**config.mk**
```make
export PLATFORM = sky130hd
export DESIGN_NAME = pulse_count_window_check_top
export DESIGN_NICKNAME = d
export VERILOG_FILES = /design/src/rtl/pcwc_pkg.sv /design/src/rtl/pulse_count_window_check_top.sv /design/src/rtl/pcwc_divider.sv /design/src/rtl/pcwc_datapath.sv /design/src/rtl/pcwc_ctrl.sv
export SDC_FILE = /design/constraint.sdc
export NUM_CORES = 1
export LEC_CHECK = 0
export ABC_CLOCK_PERIOD_IN_PS = 13800
export BUFFER_PORTS_ARGS = -buffer_cell sky130_fd_sc_hd__buf_4
export CORE_ASPECT_RATIO = 0.75
export CORE_UTILIZATION = 65
export CTS_BUF_LIST = sky130_fd_sc_hd__clkbuf_8
export DETAILED_ROUTE_END_ITERATION = 7
export PLACE_DENSITY = 0.94
export SLEW_MARGIN = 20
export SYNTH_ARGS = -nofsm -noshare
export SYNTH_HDL_FRONTEND = slang
export SYNTH_SLANG_ARGS = --single-unit
```
**constraint.sdc**
```tcl
create_clock -name clock -period 13.8 [get_ports clock]
set_input_delay 0.69 -clock clock [delete_from_list [all_inputs] [get_ports clock]]
set_output_delay 0.69 -clock clock [all_outputs]
set_load 0.01 [all_outputs]
```
**src/rtl/pcwc_pkg.sv**
```systemverilog
package pcwc_pkg;

   localparam int MAX_SAMPLES   = 131072;
   localparam int SAMPLE_W      = 16;
   localparam int SCALE_W       = 14;
   localparam int QUO_W         = SCALE_W;
   localparam int COUNT_W       = 17;
   localparam int CSR_DATA_W    = 16;

   localparam logic [SAMPLE_W-1:0] TRIGGER_LEVEL_RESET = SAMPLE_W'(39718);
   localparam logic [SCALE_W-1:0]  SCALE_FACTOR_RESET  = SCALE_W'(1000);

   typedef enum logic [0:0] {
      CSR_TRIGGER_LEVEL = 1'b0,
      CSR_SCALE_FACTOR  = 1'b1
   } csr_index_type;

   typedef struct packed {
      logic [SAMPLE_W-1:0] sample;
      logic                vibration_begins;
      logic                last_sample;
   } req_type;

   typedef struct packed {
      logic [COUNT_W-1:0] pulse_count;
      logic [SCALE_W-1:0] high_scaled;
      logic [SCALE_W-1:0] vibration_scaled;
      logic               bad_run;
      logic [COUNT_W-1:0] sample_total;
   } rsp_type;

   typedef struct packed {
      logic step;
      logic mul_load;
      logic mul_vib;
      logic div_start;
      logic store_hs;
      logic store_vs;
      logic load_rsp;
   } cmd_type;

   typedef struct packed {
      logic last_in;
      logic div_done;
      logic rsp_free;
   } status_type;

endpackage

```
**src/rtl/pulse_count_window_check_top.sv**
```systemverilog
// Channel   Direction  Handshake              Payload
// req_      in         req_valid/req_ready    sample, vibration_begins, last_sample
// rsp_      out        rsp_valid/rsp_ready    pulse_count, high_scaled, vibration_scaled,
//                                             bad_run, sample_total
// csr_      in         csr_we                 csr_index, csr_wdata
//
// A sample beat that is not last is taken in ST_RUN; beats can follow back to back.
// A last beat loads the result register after two multiplies and two passes through the
// shared 14-step divider; the next beat is taken after that load.
// Synchronous active-high reset clears the per-run counters, the controller state and
// the result valid flag and restores register defaults; snapshot and result data are not reset.
// A stalled result holds in the output register; the block waits for it to drain
// only when the next result is ready to load.
module pulse_count_window_check_top #(
   parameter int MAX_SAMPLES = pcwc_pkg::MAX_SAMPLES
) (
   input  logic                            clock,
   input  logic                            reset,
   input  logic                            req_valid,
   output logic                            req_ready,
   input  pcwc_pkg::req_type               req_payload,
   output logic                            rsp_valid,
   input  logic                            rsp_ready,
   output pcwc_pkg::rsp_type               rsp_payload,
   input  logic                            csr_we,
   input  pcwc_pkg::csr_index_type         csr_index,
   input  logic [pcwc_pkg::CSR_DATA_W-1:0] csr_wdata
);

   pcwc_pkg::cmd_type    cmd;
   pcwc_pkg::status_type status;

   pcwc_ctrl u_ctrl (
      .clock     (clock),
      .reset     (reset),
      .req_valid (req_valid),
      .req_ready (req_ready),
      .status    (status),
      .cmd       (cmd)
   );

   pcwc_datapath #(
      .MAX_SAMPLES (MAX_SAMPLES)
   ) u_datapath (
      .clock       (clock),
      .reset       (reset),
      .cmd         (cmd),
      .status      (status),
      .req_payload (req_payload),
      .csr_we      (csr_we),
      .csr_index   (csr_index),
      .csr_wdata   (csr_wdata),
      .rsp_valid   (rsp_valid),
      .rsp_ready   (rsp_ready),
      .rsp_payload (rsp_payload)
   );

endmodule

```
**src/rtl/pcwc_divider.sv**
```systemverilog
module pcwc_divider #(
   parameter int IDX_W = 17
) (
   input  logic                           clock,
   input  logic                           reset,
   input  logic                           start,
   input  logic [IDX_W+pcwc_pkg::QUO_W-1:0] dividend,
   input  logic [IDX_W-1:0]               divisor,
   output logic                           done,
   output logic [pcwc_pkg::QUO_W-1:0]     quotient
);

   localparam int QW    = pcwc_pkg::QUO_W;
   localparam int CNT_W = $clog2(QW);
   localparam logic [CNT_W-1:0] LAST_STEP = CNT_W'(QW - 1);

   logic [IDX_W-1:0] rem_ff;
   logic [IDX_W-1:0] rem_in;
   logic [QW-1:0]    dvd_ff;
   logic [QW-1:0]    q_ff;
   logic [CNT_W-1:0] cnt_ff;
   logic             busy_ff;
   logic             done_ff;
   logic [IDX_W:0]   trial;
   logic [IDX_W:0]   diff;
   logic             ge;

   assign trial = {rem_ff, dvd_ff[QW-1]};
   assign ge    = trial >= {1'b0, divisor};
   assign diff  = trial - {1'b0, divisor};
   assign rem_in = ge ? diff[IDX_W-1:0] : trial[IDX_W-1:0];

   always_ff @(posedge clock) begin
      if (reset) begin
         busy_ff <= 1'b0;
         done_ff <= 1'b0;
         cnt_ff  <= '0;
      end else begin
         done_ff <= busy_ff && (cnt_ff == LAST_STEP);
         if (start) begin
            busy_ff <= 1'b1;
            cnt_ff  <= '0;
         end else if (busy_ff) begin
            cnt_ff <= cnt_ff + 1'b1;
            if (cnt_ff == LAST_STEP) begin
               busy_ff <= 1'b0;
            end
         end
      end
   end

   always_ff @(posedge clock) begin
      if (start) begin
         rem_ff <= dividend[IDX_W+QW-1:QW];
         dvd_ff <= dividend[QW-1:0];
      end else if (busy_ff) begin
         rem_ff <= rem_in;
         dvd_ff <= {dvd_ff[QW-2:0], 1'b0};
         q_ff   <= {q_ff[QW-2:0], ge};
      end
   end

   assign done     = done_ff;
   assign quotient = q_ff;

   a_done_timing: assert property (@(posedge clock) disable iff (reset)
      start |-> ##(QW+1) done_ff)
      else $error("divider done pulse out of step with start");

endmodule

```
**src/rtl/pcwc_datapath.sv**
```systemverilog
module pcwc_datapath #(
   parameter int MAX_SAMPLES = pcwc_pkg::MAX_SAMPLES
) (
   input  logic                              clock,
   input  logic                              reset,
   input  pcwc_pkg::cmd_type                 cmd,
   output pcwc_pkg::status_type              status,
   input  pcwc_pkg::req_type                 req_payload,
   input  logic                              csr_we,
   input  pcwc_pkg::csr_index_type           csr_index,
   input  logic [pcwc_pkg::CSR_DATA_W-1:0]   csr_wdata,
   output logic                              rsp_valid,
   input  logic                              rsp_ready,
   output pcwc_pkg::rsp_type                 rsp_payload
);

   localparam int IDX_W  = $clog2(MAX_SAMPLES);
   localparam int QW     = pcwc_pkg::QUO_W;
   localparam int DVD_W  = IDX_W + QW;
   localparam int CNT_W  = pcwc_pkg::COUNT_W;
   localparam int SMP_W  = pcwc_pkg::SAMPLE_W;
   localparam int SCL_W  = pcwc_pkg::SCALE_W;
   localparam logic [IDX_W-1:0] LIMIT = IDX_W'(MAX_SAMPLES - 1);

   logic [SMP_W-1:0] trig_ff;
   logic [SCL_W-1:0] scale_ff;

   logic [IDX_W-1:0] idx_ff;
   logic             prev_ff;
   logic [IDX_W-1:0] edge_cnt_ff;
   logic [IDX_W-1:0] high_ff;
   logic [IDX_W-1:0] vib_ff;
   logic [IDX_W-1:0] first_low_ff;
   logic [IDX_W-1:0] last_low_ff;
   logic             low_seen_ff;

   logic [IDX_W-1:0] t_ff;
   logic [IDX_W-1:0] snap_high_ff;
   logic [IDX_W-1:0] snap_vib_ff;
   logic [IDX_W-1:0] snap_edge_ff;
   logic             bad_ff;
   logic [DVD_W-1:0] prod_ff;
   logic [QW-1:0]    hs_ff;
   logic [QW-1:0]    vs_ff;
   pcwc_pkg::rsp_type rsp_ff;
   logic             rsp_valid_ff;

   logic             smp_bit;
   logic [IDX_W-1:0] vib_in;
   logic [IDX_W-1:0] edge_cnt_in;
   logic [IDX_W-1:0] idx_inc;
   logic [IDX_W-1:0] high_inc;
   logic [IDX_W+1:0] triple;
   logic [IDX_W-1:0] quarter;
   logic             bad_in;
   logic [IDX_W-1:0] mul_a;
   logic [DVD_W-1:0] prod_in;
   logic [QW-1:0]    quot;
   logic [QW-1:0]    quot_in;
   logic             div_done;

   assign smp_bit     = req_payload.sample >= trig_ff;
   assign vib_in      = req_payload.vibration_begins ? idx_ff : vib_ff;
   assign edge_cnt_in = ((idx_ff != '0) && !prev_ff && smp_bit && (edge_cnt_ff < LIMIT))
                        ? edge_cnt_ff + 1'b1 : edge_cnt_ff;
   assign idx_inc     = (idx_ff < LIMIT) ? idx_ff + 1'b1 : idx_ff;
   assign high_inc    = (high_ff < LIMIT) ? high_ff + 1'b1 : high_ff;
   assign triple      = {2'b00, idx_ff} + {1'b0, idx_ff, 1'b0};
   assign quarter     = triple[IDX_W+1:2];
   assign bad_in      = (low_seen_ff && (first_low_ff <= vib_in))
                     || (low_seen_ff && (last_low_ff >= quarter) && (last_low_ff < idx_ff))
                     || (!smp_bit && (vib_in >= idx_ff));

   assign mul_a   = cmd.mul_vib ? snap_vib_ff : snap_high_ff;
   assign prod_in = DVD_W'(mul_a) * DVD_W'(scale_ff);
   assign quot_in = (t_ff == '0) ? '0 : quot;

   pcwc_divider #(
      .IDX_W (IDX_W)
   ) u_divider (
      .clock    (clock),
      .reset    (reset),
      .start    (cmd.div_start),
      .dividend (prod_ff),
      .divisor  (t_ff),
      .done     (div_done),
      .quotient (quot)
   );

   always_ff @(posedge clock) begin
      if (reset) begin
         trig_ff      <= pcwc_pkg::TRIGGER_LEVEL_RESET;
         scale_ff     <= pcwc_pkg::SCALE_FACTOR_RESET;
         idx_ff       <= '0;
         prev_ff      <= 1'b0;
         edge_cnt_ff  <= '0;
         high_ff      <= '0;
         vib_ff       <= '0;
         first_low_ff <= '0;
         last_low_ff  <= '0;
         low_seen_ff  <= 1'b0;
         rsp_valid_ff <= 1'b0;
      end else begin
         if (csr_we) begin
            unique case (csr_index)
               pcwc_pkg::CSR_TRIGGER_LEVEL: trig_ff  <= csr_wdata[SMP_W-1:0];
               pcwc_pkg::CSR_SCALE_FACTOR:  scale_ff <= csr_wdata[SCL_W-1:0];
               default: ;
            endcase
         end
         if (cmd.step) begin
            if (req_payload.last_sample) begin
               idx_ff       <= '0;
               prev_ff      <= 1'b0;
               edge_cnt_ff  <= '0;
               high_ff      <= '0;
               vib_ff       <= '0;
               first_low_ff <= '0;
               last_low_ff  <= '0;
               low_seen_ff  <= 1'b0;
            end else begin
               idx_ff      <= idx_inc;
               prev_ff     <= smp_bit;
               edge_cnt_ff <= edge_cnt_in;
               vib_ff      <= vib_in;
               if (smp_bit) begin
                  high_ff <= high_inc;
               end else begin
                  if (!low_seen_ff) begin
                     first_low_ff <= idx_ff;
                  end
                  last_low_ff <= idx_ff;
                  low_seen_ff <= 1'b1;
               end
            end
         end
         if (cmd.load_rsp) begin
            rsp_valid_ff <= 1'b1;
         end else if (rsp_ready) begin
            rsp_valid_ff <= 1'b0;
         end
      end
   end

   always_ff @(posedge clock) begin
      if (cmd.step && req_payload.last_sample) begin
         t_ff         <= idx_ff;
         snap_high_ff <= high_ff;
         snap_vib_ff  <= vib_in;
         snap_edge_ff <= edge_cnt_in;
         bad_ff       <= bad_in;
      end
      if (cmd.mul_load) begin
         prod_ff <= prod_in;
      end
      if (cmd.store_hs) begin
         hs_ff <= quot_in;
      end
      if (cmd.store_vs) begin
         vs_ff <= quot_in;
      end
      if (cmd.load_rsp) begin
         rsp_ff.pulse_count      <= CNT_W'(snap_edge_ff);
         rsp_ff.high_scaled      <= hs_ff;
         rsp_ff.vibration_scaled <= vs_ff;
         rsp_ff.bad_run          <= bad_ff;
         rsp_ff.sample_total     <= CNT_W'(t_ff);
      end
   end

   assign status.last_in  = req_payload.last_sample;
   assign status.div_done = div_done;
   assign status.rsp_free = !rsp_valid_ff || rsp_ready;

   assign rsp_valid   = rsp_valid_ff;
   assign rsp_payload = rsp_ff;

   a_high_le_idx: assert property (@(posedge clock) disable iff (reset)
      high_ff <= idx_ff)
      else $error("high count ran past sample index");

   a_low_order: assert property (@(posedge clock) disable iff (reset)
      low_seen_ff |-> (first_low_ff <= last_low_ff))
      else $error("first low index after latest low index");

   a_vib_le_total: assert property (@(posedge clock) disable iff (reset)
      cmd.mul_load |-> (snap_vib_ff <= t_ff) && (snap_high_ff <= t_ff))
      else $error("ratio numerator exceeds run length");

   a_no_overwrite: assert property (@(posedge clock) disable iff (reset)
      cmd.load_rsp |-> (!rsp_valid_ff || rsp_ready))
      else $error("result register overwritten before it was taken");

endmodule

```
**src/rtl/pcwc_ctrl.sv**
```systemverilog
module pcwc_ctrl (
   input  logic                 clock,
   input  logic                 reset,
   input  logic                 req_valid,
   output logic                 req_ready,
   input  pcwc_pkg::status_type status,
   output pcwc_pkg::cmd_type    cmd
);

   typedef enum logic [2:0] {
      ST_RUN,
      ST_MUL_HI,
      ST_START_HI,
      ST_WAIT_HI,
      ST_MUL_VIB,
      ST_START_VIB,
      ST_WAIT_VIB,
      ST_OUTPUT
   } state_type;

   state_type state_ff;
   state_type state_in;

   always_comb begin
      state_in  = state_ff;
      cmd       = '0;
      req_ready = 1'b0;
      unique case (state_ff)
         ST_RUN: begin
            req_ready = 1'b1;
            if (req_valid) begin
               cmd.step = 1'b1;
               if (status.last_in) begin
                  state_in = ST_MUL_HI;
               end
            end
         end
         ST_MUL_HI: begin
            cmd.mul_load = 1'b1;
            state_in     = ST_START_HI;
         end
         ST_START_HI: begin
            cmd.div_start = 1'b1;
            state_in      = ST_WAIT_HI;
         end
         ST_WAIT_HI: begin
            if (status.div_done) begin
               cmd.store_hs = 1'b1;
               state_in     = ST_MUL_VIB;
            end
         end
         ST_MUL_VIB: begin
            cmd.mul_load = 1'b1;
            cmd.mul_vib  = 1'b1;
            state_in     = ST_START_VIB;
         end
         ST_START_VIB: begin
            cmd.div_start = 1'b1;
            state_in      = ST_WAIT_VIB;
         end
         ST_WAIT_VIB: begin
            if (status.div_done) begin
               cmd.store_vs = 1'b1;
               state_in     = ST_OUTPUT;
            end
         end
         ST_OUTPUT: begin
            if (status.rsp_free) begin
               cmd.load_rsp = 1'b1;
               state_in     = ST_RUN;
            end
         end
         default: state_in = ST_RUN;
      endcase
   end

   always_ff @(posedge clock) begin
      if (reset) begin
         state_ff <= ST_RUN;
      end else begin
         state_ff <= state_in;
      end
   end

endmodule
```
# Word-level counts from Yosys, hierarchy flattened
# Cells that the tools add are included.
# Widths: inputs -> output; s select.
# op_classes
n_lt_le_gt_ge,9
n_mul,1
reduce_logical,34
n_mux,46
n_addsub,6
bitwise_logic,2
n_eq_ne,15
# ops
cell,n
$mux 17,18
$add 17x1->17 const B,3
$lt 17x17->1 const B,3
$mux 14,3
$ge 17x17->1,2
$mul 17x14->31,1
$pmux 3 s8,1
$add 17x18->19,1
$mux 1,19
$ge 18x17->1,1
$le 17x17->1,1
$logic_not 17->1,1
$lt 17x17->1,1
$reduce_bool 17->1,1
$sub 17x17->17,1
$ge 16x16->1,1
$mux 3,5
$eq 3x3->1 const B,4
$ne 2x2->1 const B,5
$reduce_and 2->1,5
$reduce_bool 2->1,5
$logic_and 1x1->1,9
$eq 3x2->1 const B,2
$reduce_and 3->1,2
10 further kinds,18
# word_totals
wordCells,144
ff_bits,380
input_bits,40
output_inout_bits,65

# Longest topological paths before layout
# Gate-level depths: netlist (run 1).
# depth
depth_word,6
depth_mapped,28
ltp_nobuf,26

# Modules after synthesis
# From an unflattened synthesis (run 1), not the netlist that was laid out.
# hier_totals
cells_unflattened,2518
hier_area_um2,26334.0
# modules_own_cells
mod,area_per_inst_um2,cells_per_inst,seq_area_each_um2,n_inst
pcwc_datapath,22776.8,2197,8438.1,1
pcwc_divider,3261.9,288,1471.4,1
pcwc_ctrl,295.3,33,60.1,1

# Worst setup path before layout (run 1)
# OpenSTA, ideal clock, no wires.
# synth_timing
path_kind,flip-flop to flip-flop
startpoint,reg u_ctrl.state_ff[0]
endpoint,reg u_datapath.prod_ff[23] (data pin)
required_time_ns,13.540
setup_time_ns,0.260
stages_incl_launch_ff,25
arrival_time_ns,7.001
path_buffers,2
synth_period_minus_slack_ns,7.262
slack_ns,6.538
cell_sequence,dfxtp_1 inv_1 ha_1 nand2_1 clkbuf_1 mux2_2 clkbuf_1 and2_1 fa_1 fa_1 fa_1 fa_1 fa_1 inv_1 fa_1 inv_1 ha_1 and2_1 a221o_1 a21o_1 a21o_1 a31o_2 a31oi_4 mux2i_1 nand2_1
# synth_between
elab_chain_len,4
# synth_lines
element,line,text
"start, declared",pcwc_ctrl.sv:21,state_type state_ff;
"start signal, assigned",pcwc_ctrl.sv:81,state_ff <= state_in;
$eq 3x3->1,pcwc_ctrl.sv:28,unique case (state_ff)
$mux 1,pcwc_ctrl.sv:28,
$mux 17,pcwc_datapath.sv:74,assign mul_a = cmd.mul_vib ? snap_vib_ff : snap_high_ff;
$mul 17x14->31,pcwc_datapath.sv:75,assign prod_in = DVD_W'(mul_a) * DVD_W'(scale_ff);
net u_datapath.prod_in[23],pcwc_datapath.sv:57,logic [DVD_W-1:0] prod_in;
"end signal, assigned",pcwc_datapath.sv:154,prod_ff <= prod_in;
"end, declared",pcwc_datapath.sv:42,logic [DVD_W-1:0] prod_ff;
# The timed path passes the listed nets, and every way through them passes these cells.
# A chain may end at the register's enable or synchronous reset.

# Worst setup path after layout (run 1)
# layout_timing
startpoint,reg u_ctrl.state_ff[2]
endpoint,reg u_datapath.prod_ff[23] (data pin)
# The elaborated chain is that of the path after synthesis.

==> run metrics, run 1 <==
status=completed; clock latency on the worst-skew pair=0.63 ns; CP endpoint kind=flop; CP most frequent cell=fa_1; ANT cells=0; starting density of the core=0.667; max-cap violation count=0; Leakage=0.0125 uW; 1st-pass router iterations=6; num rows=62; Setup Skew=0.0418 ns; post-route minimum period=7.85 ns; M2 GR Usage=0.486; vias in the first global route=19492; Top FF cell, synth=edfxtp_1; Cells after Synth=2536; Slowest cell on crit path=nand2_1; Cell Count Post-Placement=3065; CTS tree=built; Power, Total=7600 uW; average cell area after synthesis=10.2 sq um; Max Root-Sink Buffers=3; clk sink count=380; via count=19507; die width=232 um; R2R Setup Slk=5.95 ns; worst r2r path cells=20; die footprint=40500 sq um; clk slew on worst S/H paths=0.06 ns; Slew HR=0.289; routability congestion estimate=0.970; register area share after synthesis=0.386; Setup WS post-layout=5.95 ns; worst hold path class=in2reg; Port Buf Inserts=104; EDFF count, synth=236; most used routing layer=met2; r2r startpoint=u_ctrl.state_ff[2]; worst slew pin tran=1.07 ns; nets=3060; worst r2r dst=u_datapath.prod_ff[23]; worst stage delay on the critical path=0.65 ns; final slew viol count=0; Finished Layout Cells=3174; Req. time, crit path=14.15 ns; Cell Pwr Density=270 nW/um^2; Fmax achieved=127 MHz; Data arrival, critical path=8.20 ns; CTS Hold Bufs=0; vias per inst=6.15; post-synthesis async set-or-reset flop share=0; Final Hold Viols=0; CP Class=reg2reg; RSZ-0062 raised after global routing=false; TritonCTS buffer count=57; Total Wirelength=62700 um; Yosys cell types=85; synthesized cell area=25800 sq um; crit start category=flop; fillers=2519; pre-CTS setup slack=6.06 ns; hold_sp=csr_wdata[15]; Core Region=38700 sq um; DP HPWL=46600 um; hold path depth=2; layout cells sized above 1=0.0924; WL/cell=19.8 um; Die Y=175 um; commonest non-fill, non-tap cell in the layout=inv_1; Fin Hold WS=0.281 ns; YS warnings=0; global route overflow=0; multi-input logic area=14300 sq um; CP max FO=19; GRT met3 Usage=0.0638; largest net degree at the start of global routing=79; Post-Syn Nets=2983; All-Layer GR Usage=0.313; Tcrit/Tclk final=0.569; GR Layer Usage met1=0.446; postcts setup bufs=0; setup TNS=0 ns; post-cts resize count=0; IO Pins=105; Max VDD drop=0.325 mV; initial antenna violation count=0; first-pass GRT wire length=101000 um; Synth Register Bits=380; Sequential Area=9970 sq um; Clock H-tree levels=2; Root Driver=clkbuf_8; cells along the critical path=nand2_1 -> mux2_2 -> and2_1 -> fa_1 -> fa_1 -> fa_1 -> fa_1 -> fa_1 -> inv_1 -> fa_1 -> inv_1 -> ha_1 -> and2_1 -> a221o_1 -> a21o_1 -> a21o_1 -> a31o_2 -> a31oi_4 -> mux2i_1 -> nand2_1; DRC violations left=0; Worst Hold Path EP=u_datapath.trig_ff[15]; final setup vio count=0; starting DRC count in detailed routing=2286; P&R area growth vs syn=8.95%; most frequent cells in the layout=inv_1 (326), nand2_1 (322), edfxtp_1 (236); post-route ant nets=0
## cell type report
class / instances / area share
inverters: 298 / 0.0398
repair buffers: 117 / 0.0315
flip-flops and latches: 380 / 0.354
multi-input cells: 1759 / 0.510
clock buffers: 62 / 0.0303
clock inverters: 46 / 0.0112
well taps: 512 / 0.0228
## cells in the mapped netlist (29+ instances only)
cell | number | area share
nand4_1 | 31 | 0.0075
clkbuf_1 | 79 | 0.011
edfxtp_1 | 236 | 0.27
nor3_1 | 50 | 0.0097
nor2_1 | 114 | 0.017
nand3_1 | 50 | 0.0097
ha_1 | 228 | 0.11
a21oi_1 | 126 | 0.024
nand2_1 | 322 | 0.047
dfxtp_1 | 144 | 0.11
xor2_1 | 30 | 0.010
and2_1 | 117 | 0.028
fa_1 | 179 | 0.14
o21ai_0 | 70 | 0.014
nor2b_1 | 31 | 0.0075
xnor2_1 | 55 | 0.019
mux2i_1 | 29 | 0.011
inv_1 | 297 | 0.043
a21o_1 | 35 | 0.010
## report_power, final
part / internal (uW) / total (uW) / switching [uW] / leakage [uW]
clock network: 493 / 936 / 443 / 0.000699
logic: 1990 / 4940 / 2950 / 0.00841
registers: 1630 / 1730 / 92.6 / 0.00335
total: 4120 / 7600 / 3490 / 0.0125
## worst max path at each step
stage                       start                endpoint  slack, ns
2_1_floorplan  u_ctrl.state_ff[0]  u_datapath.prod_ff[23]       6.54
3_3_place_gp   u_ctrl.state_ff[2]  u_datapath.prod_ff[23]       6.28
3_5_place_dp   u_ctrl.state_ff[2]  u_datapath.prod_ff[23]       6.06
4_1_cts        u_ctrl.state_ff[0]  u_datapath.prod_ff[23]       6.03
5_1_grt        u_ctrl.state_ff[2]  u_datapath.prod_ff[30]       5.63
6_report       u_ctrl.state_ff[2]  u_datapath.prod_ff[23]       5.95
## stage by stage
step | util | area (sq um)
finish | 0.727 | 28100
floorplan | - | 25800
detailed placement | 0.695 | 26900
CTS | 0.726 | 28100
global route | 0.727 | 28100
global placement | 0.695 | 26900
## critical path, delay by kind of cell (launching register included)
family | cells | cell delay (ns)
AOI/OAI and AO/OA | 5 | 1.26
adders and majority gates | 7 | 3.55
buffers and inverters | 2 | 0.10
DFF | 1 | 0.64
muxes | 2 | 0.84
and+or+nand+nor | 4 | 1.19
## cell families after synthesis
group / Yosys count / synth area share
AND/OR/NAND/NOR: 826 / 0.157
adder cells (fa/ha/maj): 407 / 0.249
buffers and inverters: 397 / 0.0600
AO/OA/AOI/OAI: 392 / 0.0986
flip-flops: 380 / 0.386
XOR/XNOR: 85 / 0.0288
multiplexers: 49 / 0.0200
## flip-flops by register name, summed over array words and instances (netlist names), 4 cells and up
name / flops
u_datapath.rsp_payload: 63
u_datapath.prod_ff: 31
u_datapath.edge_cnt_ff: 17
u_datapath.first_low_ff: 17
u_datapath.high_ff: 17
u_datapath.idx_ff: 17
u_datapath.last_low_ff: 17
u_datapath.snap_edge_ff: 17
u_datapath.snap_high_ff: 17
u_datapath.snap_vib_ff: 17
u_datapath.t_ff: 17
u_datapath.u_divider.rem_ff: 17
u_datapath.vib_ff: 17
u_datapath.trig_ff: 16
u_datapath.hs_ff: 14
u_datapath.scale_ff: 14
u_datapath.u_divider.dvd_ff: 14
u_datapath.u_divider.quotient: 14
u_datapath.vs_ff: 14
u_datapath.u_divider.cnt_ff: 4
## routing by layer
metal / part of all wire / up-vias
li1: - / 8787
met1: 0.42 / 9492
met2: 0.45 / 1094
met3: 0.10 / 132
met4: 0.023 / 2
met5: 0.00037 / -
No activity file was read; power rests on OpenSTA's default activity.
==> run 2, diff against run 1 <==
Settings changed: ABC_CLOCK_PERIOD_IN_PS 13800 to 6350, CORE_UTILIZATION 65 to 59, PLACE_DENSITY 0.94 to 0.91.
Clock period 13.8 ns to 6.35 ns, I/O delays scaled along.
==> run 2 against run 1 <==
Effect of this change:
- the run now ends with setup timing left
- clock-buffer cell count decreased by 4
- sequential cell count unchanged
- sequential share of layout area is 1.8 points lower
- final area increased by 5.4%
- final cell count is 5.3% higher
- critical path depth up 4
- critical endpoint is now u_datapath.prod_ff[25]
==> run metrics, run 2 (synthesis gave the netlist of run 1 again) <==
status=finished, violations left; failing checks=setup timing; layout cells sized above 1=0.158 (+0.0658); ANT cells=0 (unchanged); WL/cell=20.2 um (+2.1%); Fmax achieved=152 MHz (+19%); vias in the first global route=20102 (+3.1%); vias per inst=6.01 (-2.2%); RSZ-0062 raised after global routing=true; CP Class=reg2reg; CP max FO=8 (-11); starting DRC count in detailed routing=2019 (-12%); starting density of the core=0.606 (-0.0611); Data arrival, critical path=7.09 ns (-1.11 ns); Max Root-Sink Buffers=3 (unchanged); final setup vio count=14 (+14); 1st-pass router iterations=8 (+2); Slowest cell on crit path=fa_2; worst hold path class=in2reg; max-cap violation count=0 (unchanged); DRC violations left=0 (unchanged); DP HPWL=48100 um (+3.4%); Setup WS post-layout=-0.233 ns (-6.19 ns); Tcrit/Tclk final=1.04 (+0.468); Clock H-tree levels=2 (unchanged); via count=20091 (+3.0%); post-route ant nets=0 (unchanged); routability congestion estimate=0.964 (-0.63%); Final Hold Viols=0 (unchanged); initial antenna violation count=1 (+1); die width=244 um (+4.9%); worst stage delay on the critical path=0.56 ns (-0.09 ns); Port Buf Inserts=104 (unchanged); Cell Count Post-Placement=3198 (+4.3%); final slew viol count=0 (unchanged); worst slew pin tran=0.963 ns (-0.103 ns); setup TNS=-2.24 ns (-2.24 ns); max reg flops=63 (unchanged); IO Pins=105 (unchanged); P&R area growth vs syn=14.8%; largest net degree at the start of global routing=71 (-10%); CTS tree=built; clk sink count=380 (unchanged); crit start category=flop; CP most frequent cell=fa_1; multi-input logic area=14800 sq um (+3.3%); post-route minimum period=6.58 ns (-1.26 ns); All-Layer GR Usage=0.295 (-0.0174); Setup Skew=0.0307 ns (-0.0112 ns); Core Region=42600 sq um (+10%); most frequent cells in the layout=nand2_1 (314), inv_1 (290), edfxtp_1 (236); Total Wirelength=67400 um (+7.5%); global route overflow=0 (unchanged); nets=3173 (+3.7%); Die Y=183 um (+4.9%); fillers=2828 (+12%); clock latency on the worst-skew pair=0.65 ns (+0.02 ns); Root Driver=clkbuf_8; num rows=65 (+4.8%); Sequential Area=9970 sq um (about the same); clk slew on worst S/H paths=0.07 ns (about the same); Req. time, crit path=6.86 ns (-7.29 ns); Slew HR=0.351 (+0.0616); commonest non-fill, non-tap cell in the layout=nand2_1; post-route cell area=29600 sq um (+5.4%); TritonCTS buffer count=57 (unchanged); cells along the critical path=inv_2 -> ha_4 -> nand2_8 -> mux2_4 -> and2_4 -> fa_1 -> inv_1 -> fa_1 -> inv_1 -> fa_2 -> fa_1 -> fa_1 -> inv_1 -> fa_1 -> inv_1 -> ha_4 -> a21o_1 -> a21oi_2 -> o21ai_1 -> o211ai_1 -> o31ai_4 -> a31oi_4 -> or4_1 -> nand3_1; first-pass GRT wire length=105000 um (+4.4%); CP endpoint kind=flop; Finished Layout Cells=3343 (+5.3%); die footprint=44600 sq um (+10%); placed cell area=27700 sq um (+2.9%)
## run 2: changes by cell type in the layout (fill, tap and decap cells not counted), sizes merged, moves of 2 or more
cell	delta
bufinv	+2
clkinv	+16
clkbuf	-4
buf	+96
inv	-14
dlygate4sd3	+16
## run 2: worst paths after layout
| path | start | cells after the start | end | slack (ns) |
|---|---|---|---|---|
| max | u_ctrl.state_ff[0] | 24 | u_datapath.prod_ff[25] | -0.23 |
| max reg2reg | u_ctrl.state_ff[0] | 24 | u_datapath.prod_ff[25] | -0.23 |
| min reg2reg | u_datapath.snap_edge_ff[15] | 0 | u_datapath.rsp_payload[61] | 0.41 |
| min | rsp_ready | 4 | u_ctrl.state_ff[2] | 0.12 |
## run 2: critical path, delay by kind of cell (launching register included)
kind | cells | cell delay [ns]
mux | 1 | 0.37
flops | 1 | 0.33
simple gates | 4 | 0.84
compound gates | 6 | 0.92
fa+ha+maj | 8 | 3.65
buf+inv | 5 | 0.32
## run 2: layout make-up
class	count	share of cell area
Tap cell	569	0.0240
Timing Repair Buffer	229	0.0612
Inverter	298	0.0377
Sequential cell	380	0.337
Clock inverter	49	0.0136
Multi-Input combinational cell	1760	0.500
Clock buffer	58	0.0269
## run 2: metrics by stage
stage | worst slack, ns | utilization | hold slack [ns]
after floorplan | 0.0173 | - | 0.400
after global placement | -0.101 | 0.650 | 0.404
after detailed placement | -0.306 | 0.650 | 0.405
after CTS | -0.102 | 0.688 | 0.0695
after global routing | -0.400 | 0.695 | 0.119
final | -0.233 | 0.695 | 0.120
## run 2: what timing repair did
item                                    in CTS  in global routing
pin swaps                                   34                 48
endpoints found under the hold margin       30                  0
endpoints found under the setup margin      16                 18
hold buffers                                16                  0
buffers inserted                            11                  9
gates cloned                                 1                  0
resized for setup                           45                 54
## run 2: metal layers
metal | up-vias | global-route usage | part of all wire
met5 | - | 0 | 0
met4 | 0 | 0.0795 | 0.027
met3 | 190 | 0.0582 | 0.11
met2 | 1227 | 0.465 | 0.45
met1 | 9667 | 0.418 | 0.41
li1 | 9007 | - | -
Power of run 2 is not shown: default switching activity piles up to over one toggle a cycle in this logic, so the estimate is an artifact.
